==> src/hw/rtl/hrse_pkg.sv <==
// Shared types and pipeline constants for the HDR pixel scale encoder.
package hrse_pkg;

  localparam int CHAN_W     = 16;
  localparam int CODE_W     = 8;
  localparam int NORM_W     = 17;
  localparam int LANES      = 3;
  localparam int CODE_STEPS = 8;   // one quotient bit of the scale code per stage
  localparam int NORM_STEPS = 17;  // one quotient bit of a norm per stage
  localparam int NUM_W      = 24;  // max*255 + limit - 1, and code*limit
  localparam int REM_W      = 40;  // channel*255*65536
  localparam int PREP_STAGES = 2;
  localparam int LANE_STAGES = NORM_STEPS + 1;
  localparam int PIPE_STAGES = PREP_STAGES + CODE_STEPS + LANE_STAGES;

  typedef logic [CHAN_W-1:0] chan_t;
  typedef chan_t [LANES-1:0] trio_t;
  typedef logic [CODE_W-1:0] code_t;
  typedef logic [NORM_W-1:0] norm_t;
  typedef logic [NUM_W-1:0]  num_t;
  typedef logic [REM_W-1:0]  rem_t;

  typedef struct packed {
    chan_t red_in;
    chan_t green_in;
    chan_t blue_in;
  } pix_in_t;

  typedef struct packed {
    norm_t red_norm;
    norm_t green_norm;
    norm_t blue_norm;
    code_t scale_code;
  } pix_out_t;

  // What the scale-code divider hands to the lanes
  typedef struct packed {
    trio_t chans;
    logic  blk;
    code_t code;
  } scaled_t;

endpackage

==> src/hw/rtl/hrse_prep.sv <==
// Clamp stage and max/numerator stage ahead of the scale-code divider.
module hrse_prep (
  input  logic            clk,
  input  logic            en,
  input  hrse_pkg::pix_in_t pixel,
  input  hrse_pkg::chan_t limit,
  output hrse_pkg::trio_t chans,
  output hrse_pkg::num_t  num,
  output logic            blk
);
  import hrse_pkg::*;

  trio_t clamped;
  chan_t mx;
  chan_t mx_rg;

  // Stage 0: clamp each channel to the overbright limit
  always_ff @(posedge clk) begin
    if (en) begin
      clamped[0] <= (pixel.red_in   < limit) ? pixel.red_in   : limit;
      clamped[1] <= (pixel.green_in < limit) ? pixel.green_in : limit;
      clamped[2] <= (pixel.blue_in  < limit) ? pixel.blue_in  : limit;
    end
  end

  // Largest clamped channel
  assign mx_rg = (clamped[1] > clamped[0]) ? clamped[1] : clamped[0];
  assign mx    = (clamped[2] > mx_rg) ? clamped[2] : mx_rg;

  // Stage 1: ceiling numerator max*255 + limit - 1, black flag
  always_ff @(posedge clk) begin
    if (en) begin
      chans <= clamped;
      num   <= ({mx, 8'h00} - {8'h00, mx}) + NUM_W'(limit) - NUM_W'(1);
      blk   <= (mx == '0);
    end
  end

endmodule

==> config.mk <==
export PLATFORM = sky130hd
export DESIGN_NAME = hrse_prep
export DESIGN_NICKNAME = d
export VERILOG_FILES = /design/src/hw/rtl/hrse_pkg.sv /design/src/hw/rtl/hrse_prep.sv
export SDC_FILE = /design/constraint.sdc
export NUM_CORES = 1
export LEC_CHECK = 0
export BUFFER_PORTS_ARGS = -buffer_cell sky130_fd_sc_hd__buf_2
export CAP_MARGIN = 20
export CORE_MARGIN = 3
export CORE_UTILIZATION = 38
export DETAILED_ROUTE_END_ITERATION = 12
export GPL_ROUTABILITY_DRIVEN = 0
export PLACE_DENSITY = 0.65
export SYNTH_ARGS = -nofsm -noshare
export SYNTH_HDL_FRONTEND = slang
export SYNTH_SLANG_ARGS = --single-unit
export TNS_END_PERCENT = 50
==> constraint.sdc <==
create_clock -name clk -period 9.3 [get_ports clk]
set_clock_uncertainty 0.05 [all_clocks]
set_input_delay 1.395 -clock clk [delete_from_list [all_inputs] [get_ports clk]]
set_output_delay 1.395 -clock clk [all_outputs]
set_load 0.02 [all_outputs]
# == Yosys cells after proc, flatten, opt, wreduce, memory -nomap -nowiden ==
# Index checks and enable logic that the tools add are counted.
# totals
regBits,121
# classes
n_addsub,3
magnitude_cmp,5
mux,5
n_reduce_logical,1
# op_table
operator,count
16-bit two-way mux,5
16-bit less-than comparator,3
16-bit greater-than comparator,2
24-bit by 16-bit adder with 24-bit output,1
24-bit by 1-bit subtractor with 24-bit output (second input constant),1
24-bit by 16-bit subtractor with 24-bit output,1
16-bit logical NOT,1

# == Longest topological paths before layout ==
# logic_depth
word_depth,7
ltp_mapped,35

# == Least setup slack after synthesis ==
# No wires, ideal clock.
# synth_path
kind,reg2reg
start,register clamped[31] (netlist name)
end,register num[23] (data pin)
t_arrival_ns,7.390
required_time_ns,8.985
path_slack_ns,1.595
path_stages_with_launch,35
cell_sequence,edfxtp_1 > ha_1 > nand4_4 > nor3_1 > or3_1 > or3_1 > nand2_1 > buf_2 > mux2i_1 > ha_1 > nor2b_1 > o211ai_1 > a21boi_0 > o31ai_1 > a21oi_1 > nor3_1 > clkbuf_1 > nor2_1 > a21oi_1 > inv_1 > ha_1 > ha_1 > inv_1 > fa_1 > nor2b_1 > o21ai_0 > a21boi_0 > o21a_1 > o21ai_0 > or3_1 > a31oi_1 > o21a_1 > o221ai_1 > mux2i_1 > xnor2_1
# synth_via
elab_chain_len,7
# synth_rtl
item,line,source
start: declaration,hrse_prep.sv:13,trio_t clamped;
16-bit greater-than comparator,hrse_prep.sv:27,assign mx_rg = (clamped[1] > clamped[0]) ? clamped[1] : clamped[0];
16-bit two-way mux *,hrse_prep.sv:27,
16-bit greater-than comparator,hrse_prep.sv:28,assign mx = (clamped[2] > mx_rg) ? clamped[2] : mx_rg;
16-bit two-way mux *,hrse_prep.sv:28,
24-bit by 16-bit subtractor with 24-bit output *,hrse_prep.sv:34,"num <= ({mx, 8'h00} - {8'h00, mx}) + NUM_W'(limit) - NUM_W'(1);"
24-bit by 16-bit adder with 24-bit output *,hrse_prep.sv:34,
24-bit by 1-bit subtractor with 24-bit output *,hrse_prep.sv:34,
end signal: assignment,hrse_prep.sv:34,
end: declaration,hrse_prep.sv:8,"output hrse_pkg::num_t num,"
# Every way passes the cells marked *; elsewhere a longest branch is shown, timed or not.
# A chain may end at the register's enable or synchronous reset.

# == Worst setup path in the final report ==
# Ends and elaborated chain as after synthesis.

==> results.sh <==
export IMPL_die_area_um2=22500
export IMPL_cts_resized=0
export IMPL_final_period_utilization_pct=92.0
export IMPL_top_usage_layer="met2"
export IMPL_first_global_vias=5589
export IMPL_pin_count=139
export IMPL_synth_fp_nets=824
export IMPL_cts_sinks=121
export IMPL_r2r_end="num[23]"
export IMPL_worstSkewPairLatency_ns=0.43
export IMPL_drtIter0Drc=354
export IMPL_crit_path_end="num[23]"
export IMPL_fill_cells=1862
export IMPL_startpoint="clamped[31]"
export IMPL_num_rows=52
export IMPL_cp_required_ns=9.42
export IMPL_synth_edff_count=121
export IMPL_clk_transition_reported_paths_ns=0.06
export IMPL_finalCriticalPeriod_ns=8.56
export IMPL_root_buffer="clkbuf_16"
export IMPL_htree_levels=4
export IMPL_setup_viol=0
export IMPL_dominantRegCellSynth="edfxtp_1"
export IMPL_multi_input_area_um2=3990
export IMPL_core_um2=20300
export IMPL_final_common_cell="buf_2"
export IMPL_io_buffer_count=138
export IMPL_antenna_found_initial=1
export IMPL_clock_path_buffers=2
export IMPL_die_y_um=150
export IMPL_avgRoutedWirePerCell_um=18.7
export IMPL_initial_core_util_pct=38.8
export IMPL_pre_cts_ws_ns=0.583
export IMPL_worstSetupEndpointType="register"
export IMPL_met1_usage_pct=25.7
export IMPL_synth_seq_cells=121
export IMPL_setup_tns_ns=0
export IMPL_syn2layout_area_growth_pct=20.3
export IMPL_max_freq_mhz=117
export IMPL_rsz0062_at_grt="false"
export IMPL_grtUsageMet2_pct=28.8
export IMPL_die_w_um=150
export IMPL_grt_use_met3_pct=3.73
export IMPL_yosysSeqAreaShare_pct=46.2
export IMPL_cp_max_fo=15
export IMPL_status="finished, final reports clean"
export IMPL_antennaDiodeCount=0
export IMPL_nNetsFinal=977
export IMPL_power_mw=3.07
export IMPL_yosysWarningCount=0
export IMPL_combPwrFrac_pct=51.2
export IMPL_p_sw_share_pct=39.3
export IMPL_netlist_instances=647
export IMPL_cts_buffers=17
export IMPL_setup_ws_ns=0.742
export IMPL_drv_slew=0
export IMPL_reg2reg_depth=31
export IMPL_cts_tree="yes"
export IMPL_critical_path_class="register to register"
export IMPL_cpMostUsedCell="ha_1"
export IMPL_final_layout_size_suffix_gt1_share_pct=29.2
export IMPL_power_internal_mw=1.86
export IMPL_async_flop_share_pct=0
export IMPL_cap_violations=0
export IMPL_ant_nets=0
export IMPL_syn_area_um2=7870
export IMPL_powerDensity_nw_per_um2=324
export IMPL_reg2reg_from="clamped[31]"
export IMPL_pwr_share_seq_pct=27.5
export IMPL_min_path_type="register to register"
export IMPL_hold_violations=0
export IMPL_slowest_delay_ns=0.60
export IMPL_grt_pass1_wl_um=31100
export IMPL_seqCellArea_um2=3630
export IMPL_clkPwrFrac_pct=21.3
export IMPL_p_sw_mw=1.21
export IMPL_postCtsHoldBufs=0
export IMPL_cp_data_arrival_time_ns=8.67
export IMPL_maxSlewHeadroom_pct=46.9
export IMPL_cp_slowest_cell="mux2i_1"
export IMPL_syn_avg_cell_area_um2=12.2
export IMPL_first_pass_iters=5
export IMPL_routed_wl_um=20200
export IMPL_synth_cell_types=57
export IMPL_vias_per_cell=5.19
export IMPL_layout_common_cells="137 x buf_2, 121 x edfxtp_1, 110 x ha_1"
export IMPL_drc=0
export IMPL_grt_max_degree=63
export IMPL_vias=5618
export IMPL_utilization_pct=46.7
export IMPL_cts_setup_buffers=0
export IMPL_grtUsageTotal_pct=18.5
export IMPL_worst_setup_path_start_kind="register"
export IMPL_r2r_slack_ns=0.74
export IMPL_vdd_ir_drop_max_mv=0.235
export IMPL_grt_ovfl_total=0
export IMPL_p_leak_nw=4.24
export IMPL_dp_final_hpwl_um=15800
export IMPL_worst_pin_slew_ns=0.797
## worst min-delay path by stage
stage                            from   endpoint  slack (ns)  cells after the start
final                     clamped[11]  chans[11]        0.43                      0
after global routing      clamped[15]  chans[15]        0.46                      0
after CTS                 clamped[11]  chans[11]        0.44                      0
after detailed placement  clamped[11]  chans[11]        0.42                      0
after global placement     clamped[9]   chans[9]        0.41                      0
after floorplan           clamped[15]  chans[15]        0.39                      0
## layout make-up
cell class	instances	share of cell area, %
inverters	53	2.10
clock buffers	18	4.53
multi-input cells	463	42.1
repair buffers	144	7.79
clock inverters	14	1.57
flip-flops and latches	121	38.4
well taps	270	3.57
## per-layer routing
metal / wire length (µm) / part of all wire (%)
met1: 9460 / 47
met2: 9310 / 46
met3: 972 / 4.8
met4: 460 / 2.3
met5: 7 / 0.035
## power by group through the flow
| stage | Clock (mW) | Combinational [mW] | Sequential [mW] |
|---|---|---|---|
| finish | 0.654 | 1.57 | 0.843 |
| detailed placement | 0 | 1.55 | 0.851 |
| global route | 0.685 | 1.76 | 0.855 |
| floorplan | 0 | 1.09 | 0.934 |
| CTS | 0.660 | 1.58 | 0.845 |
| global placement | 0 | 1.56 | 0.854 |
## critical path, delay by kind of cell (launching register included)
| family | cells | cell delay (ns) |
|---|---|---|
| compound gates | 11 | 2.31 |
| xor+xnor | 1 | 0.15 |
| fa+ha+maj | 5 | 1.54 |
| buf+inv | 2 | 0.27 |
| flops | 1 | 0.46 |
| mux | 3 | 1.32 |
| simple gates | 9 | 2.16 |
## metrics by stage
step / cell area [µm²] / instances / hold WS, ns
floorplan: 7870 / 647 / 0.391
global placement: 8890 / 1051 / 0.413
detailed placement: 8890 / 1051 / 0.422
CTS: 9470 / 1083 / 0.438
global route: 9470 / 1083 / 0.460
finish: 9470 / 1083 / 0.432
## synth_stat cells, types with 2 or more instances
master      n  share of area, %
or3_1       8              0.64
a21boi_0    2              0.19
edfxtp_1  121                46
buf_2       3              0.19
nor2b_1     5              0.40
and4_1      3              0.33
or2_2       2              0.16
o21ai_0    14              0.89
a21oi_1    36               2.3
ha_1      110                17
xnor2_1    28               3.1
nand3_1     6              0.38
mux2_2     50               7.2
inv_1      52               2.5
a21oi_2     2              0.22
o21a_1     13               1.2
or4_1       2              0.19
o211ai_1   12               1.1
nor4_1      3              0.24
a31oi_1     4              0.32
o21ai_1     2              0.13
nor2_1     29               1.4
o31ai_1     3              0.29
a21o_1     35               3.3
nor3_1     11              0.70
buf_6       2              0.29
clkbuf_1    5              0.24
nand2_1    22               1.0
nand4_1     4              0.32
nand2b_1    6              0.48
mux2i_1    16               2.0
a211oi_1    5              0.48
and3_1      4              0.32
o21bai_1    2              0.19
xor2_1      3              0.33
## state kept, by name (all words and copies together) (netlist names)
signal and cells:
blk 1, num 24, clamped 48, chans 48
## logic make-up (layout without fill, tap and decap cells)
kind of cell | after synthesis | count (layout) | synth area share [%]
mux | 66 | 66 | 9.19
xor+xnor | 31 | 31 | 3.45
buf+inv | 63 | 229 | 3.24
simple gates | 113 | 113 | 7.87
fa+ha+maj | 112 | 112 | 17.9
flops | 121 | 121 | 46.2
compound gates | 141 | 141 | 12.2
No activity file was read; power rests on OpenSTA's default activity.
