==> src/hw/rtl/hrse_pkg.sv <==
// Shared types and pipeline constants for the HDR pixel scale encoder.
package hrse_pkg;

  localparam int CHAN_W     = 16;
  localparam int CODE_W     = 8;
  localparam int NORM_W     = 17;
  localparam int LANES      = 3;
  localparam int CODE_STEPS = 8;   // one quotient bit of the scale code per stage
  localparam int NORM_STEPS = 17;  // one quotient bit of a norm per stage
  localparam int NUM_W      = 24;  // max*255 + limit - 1, and code*limit
  localparam int REM_W      = 40;  // channel*255*65536
  localparam int PREP_STAGES = 2;
  localparam int LANE_STAGES = NORM_STEPS + 1;
  localparam int PIPE_STAGES = PREP_STAGES + CODE_STEPS + LANE_STAGES;

  typedef logic [CHAN_W-1:0] chan_t;
  typedef chan_t [LANES-1:0] trio_t;
  typedef logic [CODE_W-1:0] code_t;
  typedef logic [NORM_W-1:0] norm_t;
  typedef logic [NUM_W-1:0]  num_t;
  typedef logic [REM_W-1:0]  rem_t;

  typedef struct packed {
    chan_t red_in;
    chan_t green_in;
    chan_t blue_in;
  } pix_in_t;

  typedef struct packed {
    norm_t red_norm;
    norm_t green_norm;
    norm_t blue_norm;
    code_t scale_code;
  } pix_out_t;

  // What the scale-code divider hands to the lanes
  typedef struct packed {
    trio_t chans;
    logic  blk;
    code_t code;
  } scaled_t;

endpackage

==> src/hw/rtl/hrse_norm_lane.sv <==
// One channel lane: divisor product, then a 17-stage restoring divider for the norm.
module hrse_norm_lane (
  input  logic            clk,
  input  logic            en,
  input  hrse_pkg::chan_t chan,
  input  hrse_pkg::code_t code,
  input  hrse_pkg::chan_t limit,
  output hrse_pkg::norm_t norm
);
  import hrse_pkg::*;

  num_t  dvs;
  rem_t  rem0;
  rem_t  rem [NORM_STEPS];
  norm_t quo [NORM_STEPS];
  num_t  dv  [NORM_STEPS];

  // Product stage: denominator code*limit, numerator channel*255*65536
  always_ff @(posedge clk) begin
    if (en) begin
      dvs  <= NUM_W'(code) * NUM_W'(limit);
      rem0 <= {({chan, 8'h00} - {8'h00, chan}), 16'h0000};
    end
  end

  for (genvar j = 0; j < NORM_STEPS; j++) begin : g_step
    localparam int BIT = NORM_STEPS - 1 - j;
    rem_t  rem_src;
    norm_t quo_src;
    num_t  dv_src;
    rem_t  divisor;
    logic  fits;
    norm_t quo_next;

    if (j == 0) begin : g_first
      assign rem_src = rem0;
      assign quo_src = '0;
      assign dv_src  = dvs;
    end else begin : g_rest
      assign rem_src = rem[j-1];
      assign quo_src = quo[j-1];
      assign dv_src  = dv[j-1];
    end

    assign divisor = REM_W'(dv_src) << BIT;
    assign fits    = (rem_src >= divisor);

    always_comb begin
      quo_next      = quo_src;
      quo_next[BIT] = fits;
    end

    // Advance one quotient bit
    always_ff @(posedge clk) begin
      if (en) begin
        rem[j] <= fits ? (rem_src - divisor) : rem_src;
        quo[j] <= quo_next;
        dv[j]  <= dv_src;
      end
    end
  end

  assign norm = quo[NORM_STEPS-1];

endmodule

==> config.mk <==
export PLATFORM = sky130hd
export DESIGN_NAME = hrse_norm_lane
export DESIGN_NICKNAME = d
export VERILOG_FILES = /design/src/hw/rtl/hrse_pkg.sv /design/src/hw/rtl/hrse_norm_lane.sv
export SDC_FILE = /design/constraint.sdc
export NUM_CORES = 2
export LEC_CHECK = 0
export BUFFER_PORTS_ARGS = -buffer_cell sky130_fd_sc_hd__buf_4
export CAP_MARGIN = 20
export CORE_MARGIN = 10
export CORE_UTILIZATION = 35
export CTS_BUF_LIST = sky130_fd_sc_hd__clkbuf_4 sky130_fd_sc_hd__clkbuf_8 sky130_fd_sc_hd__clkbuf_16
export CTS_CLUSTER_SIZE = 30
export DETAILED_ROUTE_END_ITERATION = 12
export GPL_TIMING_DRIVEN = 0
export PLACE_DENSITY = 0.49
export SLEW_MARGIN = 20
export SYNTH_ARGS = -nofsm -noshare
export SYNTH_HDL_FRONTEND = slang
export SYNTH_SLANG_ARGS = --single-unit
==> constraint.sdc <==
create_clock -name clk -period 11.64 [get_ports clk]
set_clock_uncertainty 0.1 [all_clocks]
set_input_delay 0.582 -clock clk [delete_from_list [all_inputs] [get_ports clk]]
set_output_delay 0.582 -clock clk [all_outputs]
set_load 0.02 [all_outputs]
Word level (Yosys, flattened, before mapping)
Memories as Yosys holds them, arrays and structs flattened.
Index checks and enable logic that the tools add are counted.
{"block": "word_totals", "ff_bits": 48, "mem_bits_rw": 1377, "inputBits": 42, "output_inout_bits": 17, "elab_cells": 60, "n_memories": 3}
{"block": "op_classes", "add_sub_neg": 18, "n_mul": 1, "n_lt_le_gt_ge": 17, "n_mux": 19}
{"memory": "rem", "depth": 17, "width": 40, "read_ports": 16, "rd_ports_with_merged_regs": 0, "wr": 17, "line_no": "hrse_norm_lane.sv:14", "text": "rem_t rem [NORM_STEPS];"}
{"memory": "dv", "depth": 17, "width": 24, "read_ports": 16, "rd_ports_with_merged_regs": 0, "wr": 17, "line_no": "hrse_norm_lane.sv:16", "text": "num_t dv [NORM_STEPS];"}
{"memory": "quo", "depth": 17, "width": 17, "read_ports": 17, "rd_ports_with_merged_regs": 0, "wr": 17, "line_no": "hrse_norm_lane.sv:15", "text": "norm_t quo [NORM_STEPS];"}
{"operator": "two-way mux 40 bit", "n": 17}
{"operator": ">= comparator 40 x 24 -> 1 bit", "n": 1}
{"operator": ">= comparator 40 x 25 -> 1 bit", "n": 1}
{"operator": ">= comparator 40 x 26 -> 1 bit", "n": 1}
{"operator": ">= comparator 40 x 27 -> 1 bit", "n": 1}
{"operator": ">= comparator 40 x 28 -> 1 bit", "n": 1}
{"operator": ">= comparator 40 x 29 -> 1 bit", "n": 1}
{"operator": ">= comparator 40 x 30 -> 1 bit", "n": 1}
{"operator": ">= comparator 40 x 31 -> 1 bit", "n": 1}
{"operator": ">= comparator 40 x 32 -> 1 bit", "n": 1}
{"operator": ">= comparator 40 x 33 -> 1 bit", "n": 1}
{"operator": ">= comparator 40 x 34 -> 1 bit", "n": 1}
{"operator": ">= comparator 40 x 35 -> 1 bit", "n": 1}
{"operator": ">= comparator 40 x 36 -> 1 bit", "n": 1}
{"operator": ">= comparator 40 x 37 -> 1 bit", "n": 1}
{"operator": ">= comparator 40 x 38 -> 1 bit", "n": 1}
{"operator": ">= comparator 40 x 39 -> 1 bit", "n": 1}
{"operator": ">= comparator 40 bit", "n": 1}
{"operator": "subtractor 40 x 24 -> 40 bit", "n": 1}
{"operator": "subtractor 40 x 25 -> 40 bit", "n": 1}
{"operator": "subtractor 40 x 26 -> 40 bit", "n": 1}
{"operator": "subtractor 40 x 27 -> 40 bit", "n": 1}
{"operator": "subtractor 40 x 28 -> 40 bit", "n": 1}
{"operator": "subtractor 40 x 29 -> 40 bit", "n": 1}
{"operator": "other kinds (14)", "n": 15}

Logic depth before layout (Yosys ltp)
An unclocked memory read counts as a cell.
{"block": "depth", "word_depth": 3, "mapped_depth": 21, "mapped_depth_nobuf": 20}

Least setup slack after synthesis
Ideal clock, no wire load.
{"block": "synth_timing", "path_type": "input-to-reg", "startpoint": "in code[7]", "endpoint": "reg dvs[23], data pin", "setup_ns": 0.260, "arrival_ns": 5.134, "required_ns": 11.280, "setup_slack_ns": 6.147, "path_stages": 16, "path_cell_list": "clkbuf_1 -> nand2_1 -> fa_1 -> fa_1 -> fa_1 -> fa_1 -> inv_1 -> ha_1 -> a21o_1 -> a21o_1 -> nor4_1 -> o31ai_1 -> or4b_1 -> a31o_2 -> a21oi_1 -> xnor2_1"}
{"block": "synth_via", "elab_chain_cells": 1}
{"item": "from (decl)", "line_no": "hrse_norm_lane.sv:6", "text": "input hrse_pkg::code_t code,"}
{"item": "multiplier 8 x 16 -> 24 bit", "line_no": "hrse_norm_lane.sv:21", "text": "dvs <= NUM_W'(code) * NUM_W'(limit);"}
{"item": "to (signal assigned)", "line_no": "hrse_norm_lane.sv:21"}
{"item": "to (decl)", "line_no": "hrse_norm_lane.sv:12", "text": "num_t dvs;"}
Every way passes these cells.
A chain may end at the register's enable or synchronous reset.

Final worst setup path
{"block": "layout_timing", "startpoint": "in code[4]", "endpoint": "reg dvs[23], data pin"}
Same word-level chain as after synthesis.

==> metrics.yaml <==
sta:
  slew_headroom_pct: 21.53
  worstMarginPinSlew_ns: 1.177
  hold_viol: 0
  setup_viol: 0
  fmax_ghz: 0.1777
  fin_crit_sh_pct: 48.36
  grt_setup_unrepaired: "false"
  whs_ns: 0.07970
  period_needed_ns: 5.629
  slew_viol_final: 0
synth:
  ys_async_sr_fraction_pct: 0
  synth_top_area_share_pct: 51.12
  avgSynthCellArea_um2: 10.93
  syn_nets: 6454
  yosysTopAreaCell: "edfxtp_1"
  synthTopCellsByArea: "edfxtp_1, ha_1, inv_1"
  yosysSeqAreaShare_pct: 51.12
  synth.yosys.warnings: 0
  ys_ff_latch: 1089
  synth_edf_count: 1089
  synth_cells: 5852
  syn_area_mm2: 0.06397
  synth.distinct_cells: 90
  synthFlopType: "edfxtp_1"
floorplan:
  core_mm2: 0.1813
  chipHeight_um: 447.5
  start_util_pct: 35.28
  num_io_pins: 59
  dieArea_mm2: 0.2003
  rows: 156
  die_width_um: 447.5
grt:
  grt_pass1_wl_um: 245000
  grt_util_met1_pct: 15.96
  grt_pass1_vias: 44014
  overflow: 0
  antenna_found_initial: 1
  busiest_layer: "met2"
  gr-usage-met2_pct: 30.13
  grt_max_degree: 155
  grtUsageMet3_pct: 2.230
  grt_usage_pct: 15.61
clocking:
  cts_resized: 0
  cts_tree: "done"
  numCtsBuffers: 134
  postCtsSetupRepairBufs: 0
  clk_latency_ns: 0.77
  cts_hold_buffers: 7
  numClockSinks: 1089
  clk_path_buf_depth: 3
  clk_pin_slew_ns: 0.06
  root_buffer: "clkbuf_16"
  htree_levels: 4
detailed_routing:
  viasPerCell: 5.028
  antenna_left: 0
  dr_total_vias: 42886
  drcViolationCount: 0
  drt-total-wl_um: 158300
  wl_per_cell_um: 18.56
  drtIter0Drc: 2244
  dr.pass1.iters: 5
worst_hold_path:
  min_path_type: "input pin to register"
  whs_endpoint: "g_step[0].rem_src[19]$_DFFE_PP_"
  worstHoldStart: "chan[3]"
  hold_depth: 2
worst_setup_path:
  cp.arrival_ns: 6.03
  r2r-start: "rem[0][533]$_DFFE_PP_"
  crit_type: "input pin to register"
  path_buf_inv: 3
  cp-end-kind: "register"
  r2r-end: "rem[0][596]$_DFFE_PP_"
  r2r_slack_ns: 6.77
  cp_slowest_cell: "fa_1"
  critPathMostFrequentCell: "fa_1"
  startpoint_type: "input pin"
  ff2ff_path_depth: 12
  required_ns: 12.04
  crit_path_max_incr_delay_ns: 0.58
  cp_max_fo: 10
  path_cells: "buf_4, clkbuf_1, nand2_1, fa_1, fa_1, fa_1, fa_1, inv_1, ha_1, a21boi_0, o21ai_0, a21oi_1, nor4_1, o31ai_1, or4b_1, a31o_2, a21oi_1, xnor2_1"
  crit_family: "adder cells"
final_layout:
  nets: 6661
  fillers: 17489
  utilization_pct: 39.64
  synthToLayoutAreaGrowth_pct: 12.36
  drive_above_1_share_pct: 6.220
power_and_ir_drop:
  irDropWorstVdd_mv: 0.1343
  leakage_nw: 28.64
  powerDensity_mw_per_mm2: 259.1
flow_run:
  drv_cap: 0
place:
  gp_congestion: 0.8876
  hpwlAfterDp_um: 124500
  port_buffers: 56
outcome:
  status: "completed"
## cells in the final DEF, fill, tap and decap left out, drive strengths merged, types with 10 or more instances in the layout
cell type,count
edfxtp,1089
inv,632
nand2,553
ha,460
o21ai,435
a21oi,405
nor2,313
clkbuf,271
xnor2,253
xor2,214
a21o,213
fa,100
nor3,90
nand2b,85
buf,84
nand3,75
nor2b,74
and2,70
nand4,59
clkinv,57
o21a,48
nor4,47
mux2,42
o31ai,41
a31oi,39
and3,33
o21bai,31
or3,31
a211oi,27
a21boi,26
or4,19
o211ai,18
or2,17
a2111oi,16
and4,12
a221oi,11
nor3b,10
## per-stage QoR
step                instances  instance area (um2)  setup TNS (ns)  worst slack [ns]  power (mW)
floorplan                5852                63970               0             6.147       12.40
global placement         8278                67360          -4.637          -0.04641       14.75
detailed placement       8286                67600               0             5.143       14.72
CTS                      8528                71870               0             6.007       18.84
global route             8529                71870               0             5.712       20.02
finish                   8530                71880               0             6.011       18.62
## power by group
part           switching [mW]  internal, mW
registers               0.747          5.89
clock network            1.63          2.36
logic                    4.64          3.35
total                    7.01          11.6
## final cells by class
class / instances / area, um2 / share of cell area, %
inverter: 628 / 2357 / 3.280
buffer: 128 / 524.3 / 0.7294
clock buffer: 163 / 3659 / 5.090
sequential: 1089 / 32700 / 45.50
antenna: 2 / 5.005 / 0.006963
clock inverter: 72 / 544.3 / 0.7572
timing repair buffer: 71 / 730.7 / 1.017
tap: 2370 / 2965 / 4.126
multi-input combinational: 4007 / 28390 / 39.50
## cells in the mapped netlist, types with 39 or more instances
cell      number
xor2_1       214
nor4_1        47
nor3_1        88
nor2_1       313
xnor2_1      253
o21a_1        47
nor2b_1       74
a21o_1       213
edfxtp_1    1089
o21ai_0      406
and2_1        70
nand4_1       59
nand2_1      553
mux2_2        42
nand2b_1      85
a31oi_1       39
inv_1        626
o31ai_1       40
nand3_1       75
fa_1         100
a21oi_1      403
clkbuf_1     108
ha_1         460
## per-layer routing
metal,part of all wire (%),wire [um]
met5,0,0
met2,54,85400
met1,37,59290
met4,5.7,9034
met3,2.9,4592
## cell families (layout without fill, tap and decap cells)
family                     after synthesis  after routing  synth area share, %
AOI/OAI and AO/OA                     1414           1414                13.63
xor gates and xnor gates               467            467                6.394
adders and majority gates              560            560                12.13
buffers and inverters                  756           1062                4.504
DFF                                   1089           1089                51.12
muxes                                   44             44               0.7706
other                                    0              2                    0
and+or+nand+nor                       1522           1522                11.46
## worst register-to-register path: cells and delay by family (launching register included)
family / cells / cell delay (ns)
compound gates: 7 / 2.24
xor+xnor: 1 / 0.18
fa+ha+maj: 1 / 0.38
buf+inv: 1 / 0.24
flops: 1 / 0.41
simple gates: 2 / 1.04
## sequential cells by signal (all words and copies together) (netlist names)
register	cells
rem	504
dvs	24
quo	153
dv	384
g_step.rem_src	24
## worst max path at each step
stage	start	slack, ns	cells after the start	endpoint
global placement	en	-0.05	1	quo[0][84]$_DFFE_PP_
detailed placement	code[4]	5.14	18	dvs[23]$_DFFE_PP_
global route	code[4]	5.71	18	dvs[23]$_DFFE_PP_
floorplan	code[7]	6.15	16	dvs[23]$_DFFE_PP_
finish	code[4]	6.01	18	dvs[23]$_DFFE_PP_
CTS	code[4]	6.01	18	dvs[23]$_DFFE_PP_
(Power assumes the default switching activity.)
