$ cat config.mk
export PLATFORM = sky130hd
export DESIGN_NAME = hrse_code_div
export DESIGN_NICKNAME = d
export VERILOG_FILES = /design/src/hw/rtl/hrse_pkg.sv /design/src/hw/rtl/hrse_code_div.sv
export SDC_FILE = /design/constraint.sdc
export NUM_CORES = 1
export LEC_CHECK = 0
export BUFFER_PORTS_ARGS = -buffer_cell sky130_fd_sc_hd__clkbuf_2
export CELL_PAD_IN_SITES_DETAIL_PLACEMENT = 1
export CELL_PAD_IN_SITES_GLOBAL_PLACEMENT = 2
export CORE_UTILIZATION = 30
export CTS_BUF_LIST = sky130_fd_sc_hd__clkbuf_4 sky130_fd_sc_hd__clkbuf_8
export DETAILED_ROUTE_END_ITERATION = 8
export GPL_TIMING_DRIVEN = 0
export PLACE_DENSITY = 0.53
export SETUP_SLACK_MARGIN = 0.5
export SLEW_MARGIN = 20
export SYNTH_ARGS = -nofsm -noshare
export SYNTH_HDL_FRONTEND = slang
export SYNTH_SLANG_ARGS = --single-unit
$ cat constraint.sdc
create_clock -name clk -period 3.34 [get_ports clk]
set_clock_uncertainty 0.05 [all_clocks]
set_input_delay 0.167 -clock clk [delete_from_list [all_inputs] [get_ports clk]]
set_output_delay 0.167 -clock clk [all_outputs]
set_load 0.03 [all_outputs]
$ cat src/hw/rtl/hrse_pkg.sv
// Shared types and pipeline constants for the HDR pixel scale encoder.
package hrse_pkg;

  localparam int CHAN_W     = 16;
  localparam int CODE_W     = 8;
  localparam int NORM_W     = 17;
  localparam int LANES      = 3;
  localparam int CODE_STEPS = 8;   // one quotient bit of the scale code per stage
  localparam int NORM_STEPS = 17;  // one quotient bit of a norm per stage
  localparam int NUM_W      = 24;  // max*255 + limit - 1, and code*limit
  localparam int REM_W      = 40;  // channel*255*65536
  localparam int PREP_STAGES = 2;
  localparam int LANE_STAGES = NORM_STEPS + 1;
  localparam int PIPE_STAGES = PREP_STAGES + CODE_STEPS + LANE_STAGES;

  typedef logic [CHAN_W-1:0] chan_t;
  typedef chan_t [LANES-1:0] trio_t;
  typedef logic [CODE_W-1:0] code_t;
  typedef logic [NORM_W-1:0] norm_t;
  typedef logic [NUM_W-1:0]  num_t;
  typedef logic [REM_W-1:0]  rem_t;

  typedef struct packed {
    chan_t red_in;
    chan_t green_in;
    chan_t blue_in;
  } pix_in_t;

  typedef struct packed {
    norm_t red_norm;
    norm_t green_norm;
    norm_t blue_norm;
    code_t scale_code;
  } pix_out_t;

  // What the scale-code divider hands to the lanes
  typedef struct packed {
    trio_t chans;
    logic  blk;
    code_t code;
  } scaled_t;

endpackage

$ cat src/hw/rtl/hrse_code_div.sv
// Pipelined restoring divider for the eight-bit scale code, one bit per stage.
module hrse_code_div (
  input  logic            clk,
  input  logic            en,
  input  hrse_pkg::trio_t chans,
  input  hrse_pkg::num_t  num,
  input  logic            blk,
  input  hrse_pkg::chan_t limit,
  output hrse_pkg::scaled_t scaled
);
  import hrse_pkg::*;

  num_t  rem   [CODE_STEPS];
  code_t quo   [CODE_STEPS];
  trio_t chs   [CODE_STEPS];
  logic  blks  [CODE_STEPS];

  for (genvar j = 0; j < CODE_STEPS; j++) begin : g_step
    localparam int BIT = CODE_STEPS - 1 - j;
    num_t  rem_src;
    code_t quo_src;
    trio_t chs_src;
    logic  blk_src;
    num_t  divisor;
    logic  fits;
    code_t quo_next;

    if (j == 0) begin : g_first
      assign rem_src = num;
      assign quo_src = '0;
      assign chs_src = chans;
      assign blk_src = blk;
    end else begin : g_rest
      assign rem_src = rem[j-1];
      assign quo_src = quo[j-1];
      assign chs_src = chs[j-1];
      assign blk_src = blks[j-1];
    end

    // Try the limit shifted to this quotient bit
    assign divisor = NUM_W'(limit) << BIT;
    assign fits    = (rem_src >= divisor);

    always_comb begin
      quo_next      = quo_src;
      quo_next[BIT] = fits;
    end

    // Advance remainder, quotient and the carried pixel
    always_ff @(posedge clk) begin
      if (en) begin
        rem[j]  <= fits ? (rem_src - divisor) : rem_src;
        quo[j]  <= quo_next;
        chs[j]  <= chs_src;
        blks[j] <= blk_src;
      end
    end
  end

  assign scaled.chans = chs[CODE_STEPS-1];
  assign scaled.blk   = blks[CODE_STEPS-1];
  assign scaled.code  = quo[CODE_STEPS-1];

endmodule

; ---- Word-level counts from Yosys, hierarchy flattened
; Memories as Yosys holds them, arrays and structs flattened.
; Cells that the tools add are included.
[totals]
ff_bits = 0
latchBits = 0
ramBits = 648
romBits = 0
elab_cells = 30
mem_count = 4
[classes]
add_sub_neg = 8
multipliers = 0
div = 0
order_cmp = 8
n_eq_ne = 0
n_shift = 0
mux = 10
n_bitwise = 0
reduce_logical = 0
[memory_table]
columns = memory, words, word_bits, read_ports, rd_ports_with_merged_regs, wr, line
row1 = chs, 8, 48, 8, 0, 8, hrse_code_div.sv:15  ; trio_t chs [CODE_STEPS];
row2 = rem, 8, 24, 7, 0, 8, hrse_code_div.sv:13  ; num_t rem [CODE_STEPS];
row3 = quo, 8, 8, 8, 0, 8, hrse_code_div.sv:14  ; code_t quo [CODE_STEPS];
row4 = blks, 8, 1, 8, 0, 8, hrse_code_div.sv:16  ; logic blks [CODE_STEPS];
[op_table]
columns = cell, count
row1 = $mux W24, 8
row2 = $ge A24 B16 Y1, 1
row3 = $ge A24 B17 Y1, 1
row4 = $ge A24 B18 Y1, 1
row5 = $ge A24 B19 Y1, 1
row6 = $ge A24 B20 Y1, 1
row7 = $ge A24 B21 Y1, 1
row8 = $ge A24 B22 Y1, 1
row9 = $ge A24 B23 Y1, 1
row10 = $sub A24 B16 Y24, 1
row11 = $sub A24 B17 Y24, 1
row12 = $sub A24 B18 Y24, 1
row13 = $sub A24 B19 Y24, 1
row14 = $sub A24 B20 Y24, 1
row15 = $sub A24 B21 Y24, 1
row16 = $sub A24 B22 Y24, 1
row17 = $sub A24 B23 Y24, 1
row18 = $mux W1, 2

; ---- Logic depth before layout (Yosys ltp)
; Gate-level depths: netlist (run 1).
; An unclocked memory read counts as a cell.
[depth]
word_depth = 3
depth_mapped = 13
ltp_nobuf = 12

; ---- Worst setup path after synthesis (run 1)
; Ideal clock, no wire load.
[synth_path]
path_type = reg-to-reg
from = memory rem[0][29] (netlist bit)
to = memory rem[1][21] (netlist bit) (data pin)
setup_time_ps = 259
arrival_ps = 2730
t_required_ps = 3031
slack_ps = 301
stages_incl_launch_ff = 13
n_path_buf = 0
cell_sequence = edfxtp_1 -> inv_1 -> ha_1 -> inv_1 -> fa_1 -> a211o_1 -> a2111oi_0 -> o311ai_0 -> a21oi_1 -> nand2b_1 -> o211ai_1 -> nand4b_1 -> xnor2_1
[synth_lines]
columns = element, line
row1 = from (decl), hrse_code_div.sv:13

==> impl_metrics.toml, run 1 <==
[global_route]
grt_use_total = 0.1293
grt_overflow_total = 0
first_pass_grt_wire_length_um = 88410
number_of_antenna_violations_at_the_first_check_in_global_routing = 1
first_global_vias = 16550
grt_start_max_net_pins = 100

[outcome]
run_status = "finished clean"

[yosys]
ys_seq_elements = 596
synth_mux_area_frac = 0.01719
async_flop_share = 0
synth_fa_ha_area_frac = 0.06720
syn_avg_cell_area_sq_um = 14.82
synth.yosys.warnings = 0
synth-xor-area-share = 0.03751
synth_area_leader_cell = "sky130_fd_sc_hd__edfxtp_1"
synth-compound-area-share = 0.09298
synthTopCellsByCount = "596 x sky130_fd_sc_hd__edfxtp_1, 128 x sky130_fd_sc_hd__ha_1, 127 x sky130_fd_sc_hd__a21oi_1, 112 x sky130_fd_sc_hd__nor2_1, 87 x sky130_fd_sc_hd__o21ai_0"
synth_top_flop_cell = "sky130_fd_sc_hd__edfxtp_1"
synthDistinctLibCells = 74
edff_count_synth = 596
synth.net_count = 1975
synth_top_family_by_area = "compound AO/OA/AOI/OAI gates"
synthCells = 1749
netlist.area_leader.share = 0.6905
netlist_area_sq_um = 25920
ys_top_cells_by_area = "sky130_fd_sc_hd__edfxtp_1 69%, sky130_fd_sc_hd__ha_1 6.2%, sky130_fd_sc_hd__a21oi_1 2.5%"
synth_sequential_area_ratio = 0.6905
post-synth-top-count-cell = "sky130_fd_sc_hd__edfxtp_1"
simple_logic_cell_fraction_of_the_synthesized_area = 0.06734

[finish]
n_fill_cell = 8910
drive_gt1_frac = 0.2681
multi_input_comb_area_sq_um = 8028
num-nets-final = 2381
flow.area_growth_from_synthesis_pct = 25.22
postLayoutCoreUtil = 0.3800
area.sequential_sq_um = 17900

[routing]
total_length_of_routed_wires_um = 56840
drt_iter0_drc = 615
detail_route.vias_per_cell = 4.523
routed-via-count = 15300
avgRoutedWirePerCell_um = 16.80
postRouteAntennaNets = 0
dr.pass1.iters = 4
route.detailed.drc = 0

[worst_setup_path]
cp_slowest_stage_delay_ns = 0.40
critical-path-top-delay-family = "compound AO/OA/AOI/OAI gates"
cp_data_arrival_time_ns = 3.38
critical_path.endpoint_type = "flop"
setup.worst_path.start_class = "flop"
cp_cell_sequence = "inv_1 > ha_2 > inv_2 > fa_2 > a21o_1 > a221oi_4 > o21ai_2 > a31oi_2 > nand3b_1 > a32o_2 > nor4b_4 > xor2_1"
worst_path_max_delay_cell = "sky130_fd_sc_hd__edfxtp_1"
timing_worst_setup_path_type = "flop to flop"
timing.critical_path.required_ns = 3.75
bufs_and_invs_on_worst_path = 2
critical_path.max_fanout = 4

[cts]
cts_tree = "built"
clockBufferDepth = 3
clk_pin_slew_worst_paths_ns = 0.06
cts_root_buffer = "sky130_fd_sc_hd__clkbuf_8"
cts.sinks = 596
htree_levels = 3
cts_made_buffers = 108
clk-insertion-delay-late_ns = 0.72

[placement]
place.gp.congestion = 0.8550
numPortBuffers = 147
dp.final_hpwl_um = 39070

[power_and_ir_drop]
power.ir.vdd_worst_mv = 0.3217
p_leak_nw = 12.11
internal_power_mw = 16.13
total_power_density_per_cell_area_nw_per_um2 = 711.7
power.share.sequential = 0.441
netSwitchingFraction = 0.3019
p_comb_frac = 0.275
p_sw_mw = 6.973
power_frac_clock = 0.284

[floorplanning]
die_width_um = 295.9
initial_util = 0.3034
core_region_area_sq_um = 85410
height_of_the_chip_um = 295.9
pin_count = 148
fp.dieArea_sq_um = 87570
num_rows = 107

[timing]
fmaxAchievable_mhz = 336.5
hold_violations = 0
timing.final.crit_period_ns = 2.971
fin_crit_sh = 0.8896
slew_violations = 0
total_negative_setup_slacks_ns = 0
unrepaired_setup_endpoints_after_global_routing = "yes"
relative_slew_margins = 0.4504
max_slew.worst_pin.slew_ns = 0.8129
timing.final.setup_violations = 0

[run]
max_capacitance_violation_count = 0

[worst_hold_path]
hp-class = "input pin to flop"
[power groups by stage]
| stage | sequential (mW) | combinational, mW | clock (mW) |
|---|---|---|---|
| floorplan | 10.1 | 4.03 | 0 |
| global placement | 10.5 | 5.33 | 0 |
| detailed placement | 10.3 | 5.41 | 0 |
| CTS | 10.2 | 6.09 | 6.95 |
| global route | 10.3 | 7.10 | 7.21 |
| finish | 10.2 | 6.36 | 6.55 |
[cell usage in the layout (no fill, tap or decap), types with 6 or more instances in the layout]
| cell type | count |
|---|---|
| sky130_fd_sc_hd__o31a_1 | 6 |
| sky130_fd_sc_hd__dlygate4sd3_1 | 73 |
| sky130_fd_sc_hd__clkbuf_2 | 150 |
| sky130_fd_sc_hd__ha_4 | 14 |
| sky130_fd_sc_hd__xor2_1 | 55 |
| sky130_fd_sc_hd__ha_2 | 6 |
| sky130_fd_sc_hd__a21oi_2 | 6 |
| sky130_fd_sc_hd__a21o_1 | 40 |
| sky130_fd_sc_hd__o21ai_0 | 76 |
| sky130_fd_sc_hd__nand2_1 | 85 |
| sky130_fd_sc_hd__nand3_1 | 16 |
| sky130_fd_sc_hd__nor3_1 | 19 |
| sky130_fd_sc_hd__a211oi_1 | 8 |
| sky130_fd_sc_hd__inv_1 | 55 |
| sky130_fd_sc_hd__and3_1 | 10 |
| sky130_fd_sc_hd__o21bai_1 | 7 |
| sky130_fd_sc_hd__buf_16 | 6 |
| sky130_fd_sc_hd__clkbuf_8 | 110 |
| sky130_fd_sc_hd__edfxtp_1 | 596 |
| sky130_fd_sc_hd__fa_2 | 6 |
| sky130_fd_sc_hd__o21a_1 | 20 |
| sky130_fd_sc_hd__nand4_1 | 15 |
| sky130_fd_sc_hd__clkinv_1 | 35 |
| sky130_fd_sc_hd__mux2_2 | 36 |
| sky130_fd_sc_hd__ha_1 | 108 |
| sky130_fd_sc_hd__nor2b_1 | 17 |
| sky130_fd_sc_hd__buf_4 | 114 |
| sky130_fd_sc_hd__xnor2_1 | 56 |
| sky130_fd_sc_hd__nor2_1 | 108 |
| sky130_fd_sc_hd__clkbuf_4 | 40 |
| sky130_fd_sc_hd__o21ai_1 | 7 |
| sky130_fd_sc_hd__o211ai_1 | 6 |
| sky130_fd_sc_hd__nand2b_1 | 17 |
| sky130_fd_sc_hd__a31oi_1 | 9 |
| sky130_fd_sc_hd__clkinv_2 | 7 |
| sky130_fd_sc_hd__a21oi_1 | 120 |
[sequential cells by signal, indices dropped and copies added, names as in the netlist]
name  count
chs     384
quo      36
blks      8
rem     168
[final timing paths]
check	from	to	slack (ns)	depth (start not counted)
worst max-delay path	rem[2][25]	rem[3][19]	0.37	12
worst min-delay path	en	chs[1][187]	0.08	1
worst max register to register	rem[2][25]	rem[3][19]	0.37	12
worst min register to register	quo[0][29]	quo[1][5]	0.34	0
[per-layer routing]
metal,routed length [um],part of all wire,vias to the layer above,track usage
met1,23730,0.42,7478,0.1491
met3,2320,0.041,116,0.02998
met2,29060,0.51,225,0.2300
met5,0,0,-,0
met4,1719,0.030,0,0.05255
li1,-,-,7484,-
[final cells by class]
class,instances,share of cell area
buffer,77,0.01881
clock inverter,51,0.009330
inverter,58,0.006939
timing repair buffer,296,0.06828
clock buffer,142,0.05366
multi-input combinational,1018,0.2473
antenna,1,0.00007710
tap,1144,0.04410
sequential,596,0.5514
[per-stage QoR]
step	cell area [sq um]	instances	worst slack, ns	hold slack (ns)	total power [mW]
floorplan	25940	1749	0.4756	0.2159	14.14
global placement	28110	3040	-8.229	0.2935	15.81
detailed placement	28290	3046	-1.004	0.2959	15.73
CTS	31990	3356	0.2819	0.02331	23.23
global route	32450	3383	0.2214	0.05430	24.61
finish	32450	3383	0.3686	0.08177	23.10
[logic make-up (layout without fill, tap and decap cells)]
group	Yosys count	after routing
other	0	1
AND/OR/NAND/NOR	353	353
flip-flops	596	596
multiplexers	40	40
adder cells (fa/ha/maj)	135	135
AO/OA/AOI/OAI	379	379
XOR/XNOR	111	111
buffers and inverters	135	624
[what timing repair did]
| action | 4_1_cts | 5_1_grt |
|---|---|---|
| gates cloned | 1 | 1 |
| endpoints found under the hold margin | 73 | 0 |
| pin swaps | 29 | 42 |
| buffers inserted | 43 | 25 |
| gates resized for setup | 119 | 54 |
| hold buffers | 73 | 0 |
| setup endpoints to repair | 146 | 124 |
(Power assumes the default switching activity.)
==> inputs of run 2 (changes only) <==
CTS_CLUSTER_SIZE = 40   (was default)
RECOVER_POWER = 100   (was default)
==> run 2 against run 1 <==
Net effect: the run now ends with max-capacitance violations, max-slew violations left; cell count is 0.35% lower; flip-flop and latch count stayed put; power is 0.53% lower; die area stayed put; worst hold slack better by 0.029 ns; register-to-register slack worse by 0.099 ns; setup slack worse by 0.19 ns; first-iteration DRC count is 2.6% lower; clock power is 1% higher; via count hardly changed; global-route usage hardly changed; wire length is 0.55% lower; critical endpoint is now rem[0][20].
==> impl_metrics.toml, run 2 (same netlist as run 1, synthesis figures left out) <==
[cts]
clk-insertion-delay-late_ns = 0.72
clockBufferDepth = 3
htree_levels = 3
cts_root_buffer = "sky130_fd_sc_hd__clkbuf_8"
cts_made_buffers = 108
cts_tree = "built"
cts.sinks = 596
clk_pin_slew_worst_paths_ns = 0.05

[timing]
unrepaired_setup_endpoints_after_global_routing = "yes"
hold_violations = 0
fmaxAchievable_mhz = 316.3
fin_crit_sh = 0.9465
max_slew.worst_pin.slew_ns = 2.174
timing.final.setup_violations = 0
relative_slew_margins = -0.4491
total_negative_setup_slacks_ns = 0
slew_violations = 86
timing.final.crit_period_ns = 3.161

[global_route]
grt_overflow_total = 0
grt_use_total = 0.1290
grt_start_max_net_pins = 100
first_global_vias = 16480
first_pass_grt_wire_length_um = 88130
number_of_antenna_violations_at_the_first_check_in_global_routing = 1

[worst_setup_path]
cp_slowest_stage_delay_ns = 0.83
cp_cell_sequence = "dlygate4sd3_1 > clkbuf_1 > ha_1 > a21o_1 > a21o_1 > a21oi_1 > nor2_1 > a2111oi_0 > o31ai_4 > buf_12 > clkbuf_2 > nor2_1 > a21oi_1"
bufs_and_invs_on_worst_path = 4
timing.critical_path.required_ns = 3.71
rr_startpoint = "rem[2][25]"
critical-path-top-delay-family = "compound AO/OA/AOI/OAI gates"
worst_path_max_delay_cell = "sky130_fd_sc_hd__a2111oi_0"
setup.worst_path.start_class = "input pin"
timing_worst_setup_path_type = "input pin to flop"
r2r_setup_slack_ns = 0.27
critical_path.reg2reg.endpoint = "rem[3][23]"
critical_path.endpoint_type = "flop"
critical_path.max_fanout = 10
worstRegToRegCells = 12
cp_data_arrival_time_ns = 3.53

[finish]
postLayoutCoreUtil = 0.3749
num-nets-final = 2370
mostFrequentLayoutCell = "sky130_fd_sc_hd__edfxtp_1"
top_regs = "chs x384, rem x168, quo x36"
drive_gt1_frac = 0.2237
final_cell_mix = "596 x sky130_fd_sc_hd__edfxtp_1, 121 x sky130_fd_sc_hd__a21oi_1, 109 x sky130_fd_sc_hd__ha_1"
flow.area_growth_from_synthesis_pct = 23.55
largest_reg_flops = 384
n_fill_cell = 8976
regMostFlops = "chs"

[power_and_ir_drop]
power_mw = 22.98
p_leak_nw = 11.76
total_power_density_per_cell_area_nw_per_um2 = 717.6
power.ir.vdd_worst_mv = 0.3230

[routing]
routed-wl-met2_um = 28720
detail_route.wirelength.met1_um = 23600
drt_iter0_drc = 599
routed-via-count = 15290
postRouteAntennaNets = 0
avgRoutedWirePerCell_um = 16.77
dr.pass1.iters = 5
top_layer = "met4"
detail_route.vias_per_cell = 4.536
dr_wl_met3_um = 2204
total_length_of_routed_wires_um = 56530
route.detailed.drc = 0

[outcome]
violations = "max-capacitance violations, max-slew violations"
run_status = "finished with violations"

[floorplanning]
die_width_um = 295.9
height_of_the_chip_um = 295.9
num_rows = 107
initial_util = 0.3034
pin_count = 148
fp.dieArea_sq_um = 87570
core_region_area_sq_um = 85410

[placement]
numPortBuffers = 147
place.gp.congestion = 0.8550
dp.final_hpwl_um = 39070

[worst_hold_path]
whs_path_depth = 3
hp-class = "input pin to flop"
holdCritStartpoint = "limit[1]"
holdPathEnd = "rem[0][8]"

[run]
max_capacitance_violation_count = 1
## run 2: how the worst max path moves through the flow
stage	cells past startpoint	start	endpoint	slack (ns)
2_1_floorplan	12	rem[2][25]	rem[3][19]	0.48
3_3_place_gp	1	en	quo[0][7]	-8.23
3_5_place_dp	11	limit[1]	rem[2][4]	-1.00
4_1_cts	12	rem[0][29]	rem[1][21]	0.24
5_1_grt	12	rem[2][25]	rem[3][23]	0.12
6_report	13	num[17]	rem[0][20]	0.18
## run 2: per-layer routing
metal  vias to the layer above  global-route usage
met5                         -                   0
met4                         0             0.05532
met3                       137             0.02825
met2                       221              0.2278
met1                      7471              0.1500
li1                       7462                   -
## run 2: area by class of cell
| type | count | area, sq um | share of cell area |
|---|---|---|---|
| clock inverter | 52 | 350.3 | 0.01094 |
| tap | 1144 | 1431 | 0.04470 |
| sequential | 596 | 17900 | 0.5589 |
| buffer | 77 | 570.5 | 0.01782 |
| multi-input combinational | 1018 | 7913 | 0.2471 |
| timing repair buffer | 285 | 1906 | 0.05951 |
| antenna | 1 | 2.502 | 0.00007815 |
| inverter | 58 | 225.2 | 0.007033 |
| clock buffer | 140 | 1727 | 0.05392 |
## run 2: timing repair
item,4_1_cts,5_1_grt
setup buffers,34,23
gates cloned,2,0
endpoints found under the setup margin,146,127
pin swaps,30,40
hold buffers,73,0
hold endpoints to repair,73,0
gates resized for setup,121,74
## run 2: per-stage QoR
stage | hold slack, ns | cell area, sq um | worst slack (ns) | instances
floorplan | 0.2159 | 25940 | 0.4756 | 1749
global placement | 0.2935 | 28110 | -8.229 | 3040
detailed placement | 0.2959 | 28290 | -1.004 | 3046
CTS | 0.01062 | 31990 | 0.2383 | 3347
global route | 0.03325 | 32020 | 0.1150 | 3371
finish | 0.1109 | 32020 | 0.1786 | 3371
## run 2: tightest hold or removal path, stage by stage
cell and delay [ns]:
sky130_fd_sc_hd__clkbuf_2 0.27, sky130_fd_sc_hd__fa_1 0.22, sky130_fd_sc_hd__a21oi_1 0.06
## run 2: where the power goes
part	switching (mW)	total, mW	internal (mW)
clock	3.09	6.64	3.55
combinational	3.30	6.15	2.85
sequential	0.519	10.2	9.67
total	6.91	23.0	16.1
==> inputs of run 3 (changes only) <==
REMOVE_ABC_BUFFERS = 1   (was default)
==> run 3 against run 2 <==
Net effect: the flow still finishes with violations (max-capacitance violations, max-slew violations); wire length is 0.79% higher; via count down 0.43%; global-route usage rose by 0.11 points; sequential power about the same; count of clock-buffer cells in the layout rose by 16; critical path depth is 4 lower; combinational power barely moved; worst hold slack lost 0.011 ns; cell count decreased by 2.0%; power is 1.8% higher; critical endpoint is now rem[1][15]; largest cell class unchanged; highest routed layer unchanged.
==> impl_metrics.toml, run 3 (same netlist as run 1, synthesis figures left out) <==
[outcome]
run_status = "finished with violations"
violations = "max-capacitance violations, max-slew violations"

[floorplanning]
num_rows = 107
core_region_area_sq_um = 85410
height_of_the_chip_um = 295.9
die_width_um = 295.9
pin_count = 148
initial_util = 0.3034
fp.dieArea_sq_um = 87570

[worst_setup_path]
timing_worst_setup_path_type = "flop to flop"
setup.worst_path.start_class = "flop"
critical_path.endpoint_type = "flop"
critical_path.max_fanout = 8
cp_data_arrival_time_ns = 3.52
timing.critical_path.required_ns = 3.74

[routing]
total_length_of_routed_wires_um = 56970
postRouteAntennaNets = 0
route.detailed.drc = 0
avgRoutedWirePerCell_um = 17.24
dr.pass1.iters = 4
routed-via-count = 15230
detail_route.vias_per_cell = 4.608
drt_iter0_drc = 609

[global_route]
first_global_vias = 16360
first_pass_grt_wire_length_um = 88460
grt_overflow_total = 0
grt_start_max_net_pins = 101
number_of_antenna_violations_at_the_first_check_in_global_routing = 2
grt_use_total = 0.1300

[finish]
n_fill_cell = 8944
postLayoutCoreUtil = 0.3714
flow.area_growth_from_synthesis_pct = 22.38
top_regs = "chs x384, rem x168, quo x36"
drive_gt1_frac = 0.2020
instances_no_fill = 3304
area.sequential_sq_um = 17900
multi_input_comb_area_sq_um = 8075
final_cell_mix = "596 x sky130_fd_sc_hd__edfxtp_1, 123 x sky130_fd_sc_hd__a21oi_1, 110 x sky130_fd_sc_hd__nor2_1, 110 x sky130_fd_sc_hd__ha_1, 108 x sky130_fd_sc_hd__clkbuf_8"
num-nets-final = 2297
regMostFlops = "chs"
mostFrequentLayoutCell = "sky130_fd_sc_hd__edfxtp_1"
largest_reg_flops = 384

[timing]
slew_violations = 101
hold_violations = 0
unrepaired_setup_endpoints_after_global_routing = "yes"
fin_crit_sh = 0.9337
relative_slew_margins = -0.6112
finalWorstSetupSlack_ns = 0.2214
fmaxAchievable_mhz = 320.7
max_slew.worst_pin.slew_ns = 2.417
holdWs_ns = 0.09998
timing.final.setup_violations = 0
timing.final.crit_period_ns = 3.119

[cts]
clockBufferDepth = 3
htree_levels = 3
clk_pin_slew_worst_paths_ns = 0.05
cts_root_buffer = "sky130_fd_sc_hd__clkbuf_8"
cts.sinks = 596
clk-insertion-delay-late_ns = 0.72
cts_made_buffers = 107
cts_tree = "built"

[power_and_ir_drop]
power.ir.vdd_worst_mv = 0.3115
p_leak_nw = 11.53
total_power_density_per_cell_area_nw_per_um2 = 737.2
power_mw = 23.38

[run]
max_capacitance_violation_count = 1

[placement]
numPortBuffers = 147
place.gp.congestion = 0.8271
dp.final_hpwl_um = 37000
place_inst = 2971
dp_slack_ns = -0.8131

[worst_hold_path]
hp-class = "input pin to flop"
[run 3: changes by cell type in the layout (fill, tap and decap cells not counted), sizes merged, moves of 2 or more]
| cell | change |
|---|---|
| nand3 | +2 |
| bufinv | +4 |
| buf | -71 |
| a31oi | +3 |
| clkbuf | +3 |
| clkinv | -16 |
| o211a | +4 |
[run 3: power breakdown]
group | leakage, nW | total, mW | switching [mW] | internal [mW]
sequential | 5.80 | 10.2 | 0.544 | 9.67
clock | 1.18 | 7.03 | 3.01 | 4.02
combinational | 4.55 | 6.15 | 3.37 | 2.78
total | 11.5 | 23.4 | 6.92 | 16.5
[run 3: repair_timing]
item,in CTS,in global routing
hold buffers,74,0
endpoints found under the setup margin,139,113
pin swaps,38,26
cloned,10,1
buffers inserted,32,18
gates resized for setup,103,54
endpoints found under the hold margin,137,0
[run 3: through the flow]
stage	cell area (sq um)	setup TNS (ns)
floorplan	25430	0
global placement	27600	-4966.18
detailed placement	27810	-63.49
CTS	31730	0
global route	31720	0
finish	31720	0
[run 3: cell type report]
cell class                 count  share of cell area
antenna                        2           0.0001578
inverter                      58            0.006982
tap                         1144             0.04513
clock buffer                 156             0.05803
sequential                   596              0.5642
clock inverter                40             0.01195
multi-input combinational   1029              0.2546
timing repair buffer         279             0.05893
[run 3: final timing paths]
check / start / to / slack (ns) / cells after the start
setup / recovery: rem[0][36] / rem[1][15] / 0.22 / 9
hold / removal: limit[1] / rem[0][8] / 0.1 / 3
setup reg to reg: rem[0][36] / rem[1][15] / 0.22 / 9
hold reg to reg: chs[0][64] / chs[0][112] / 0.34 / 0
[run 3: critical path, cell delays in order (launching register included)]
cell	delay, ns
sky130_fd_sc_hd__edfxtp_1	0.41
sky130_fd_sc_hd__ha_1	0.42
sky130_fd_sc_hd__nand4_1	0.18
sky130_fd_sc_hd__or3b_4	0.45
sky130_fd_sc_hd__a21o_1	0.19
sky130_fd_sc_hd__o311a_4	0.15
sky130_fd_sc_hd__o21ai_2	0.13
sky130_fd_sc_hd__a31o_1	0.48
sky130_fd_sc_hd__clkbuf_2	0.29
sky130_fd_sc_hd__o22ai_1	0.11
[run 3: per-layer routing]
metal  part of all wire  GRT usage  vias to the layer above
met3              0.035    0.02533                      139
met4              0.036    0.05746                        0
met2               0.52     0.2363                      262
li1                   -          -                     7363
met5                  0          0                        -
met1               0.41     0.1470                     7461
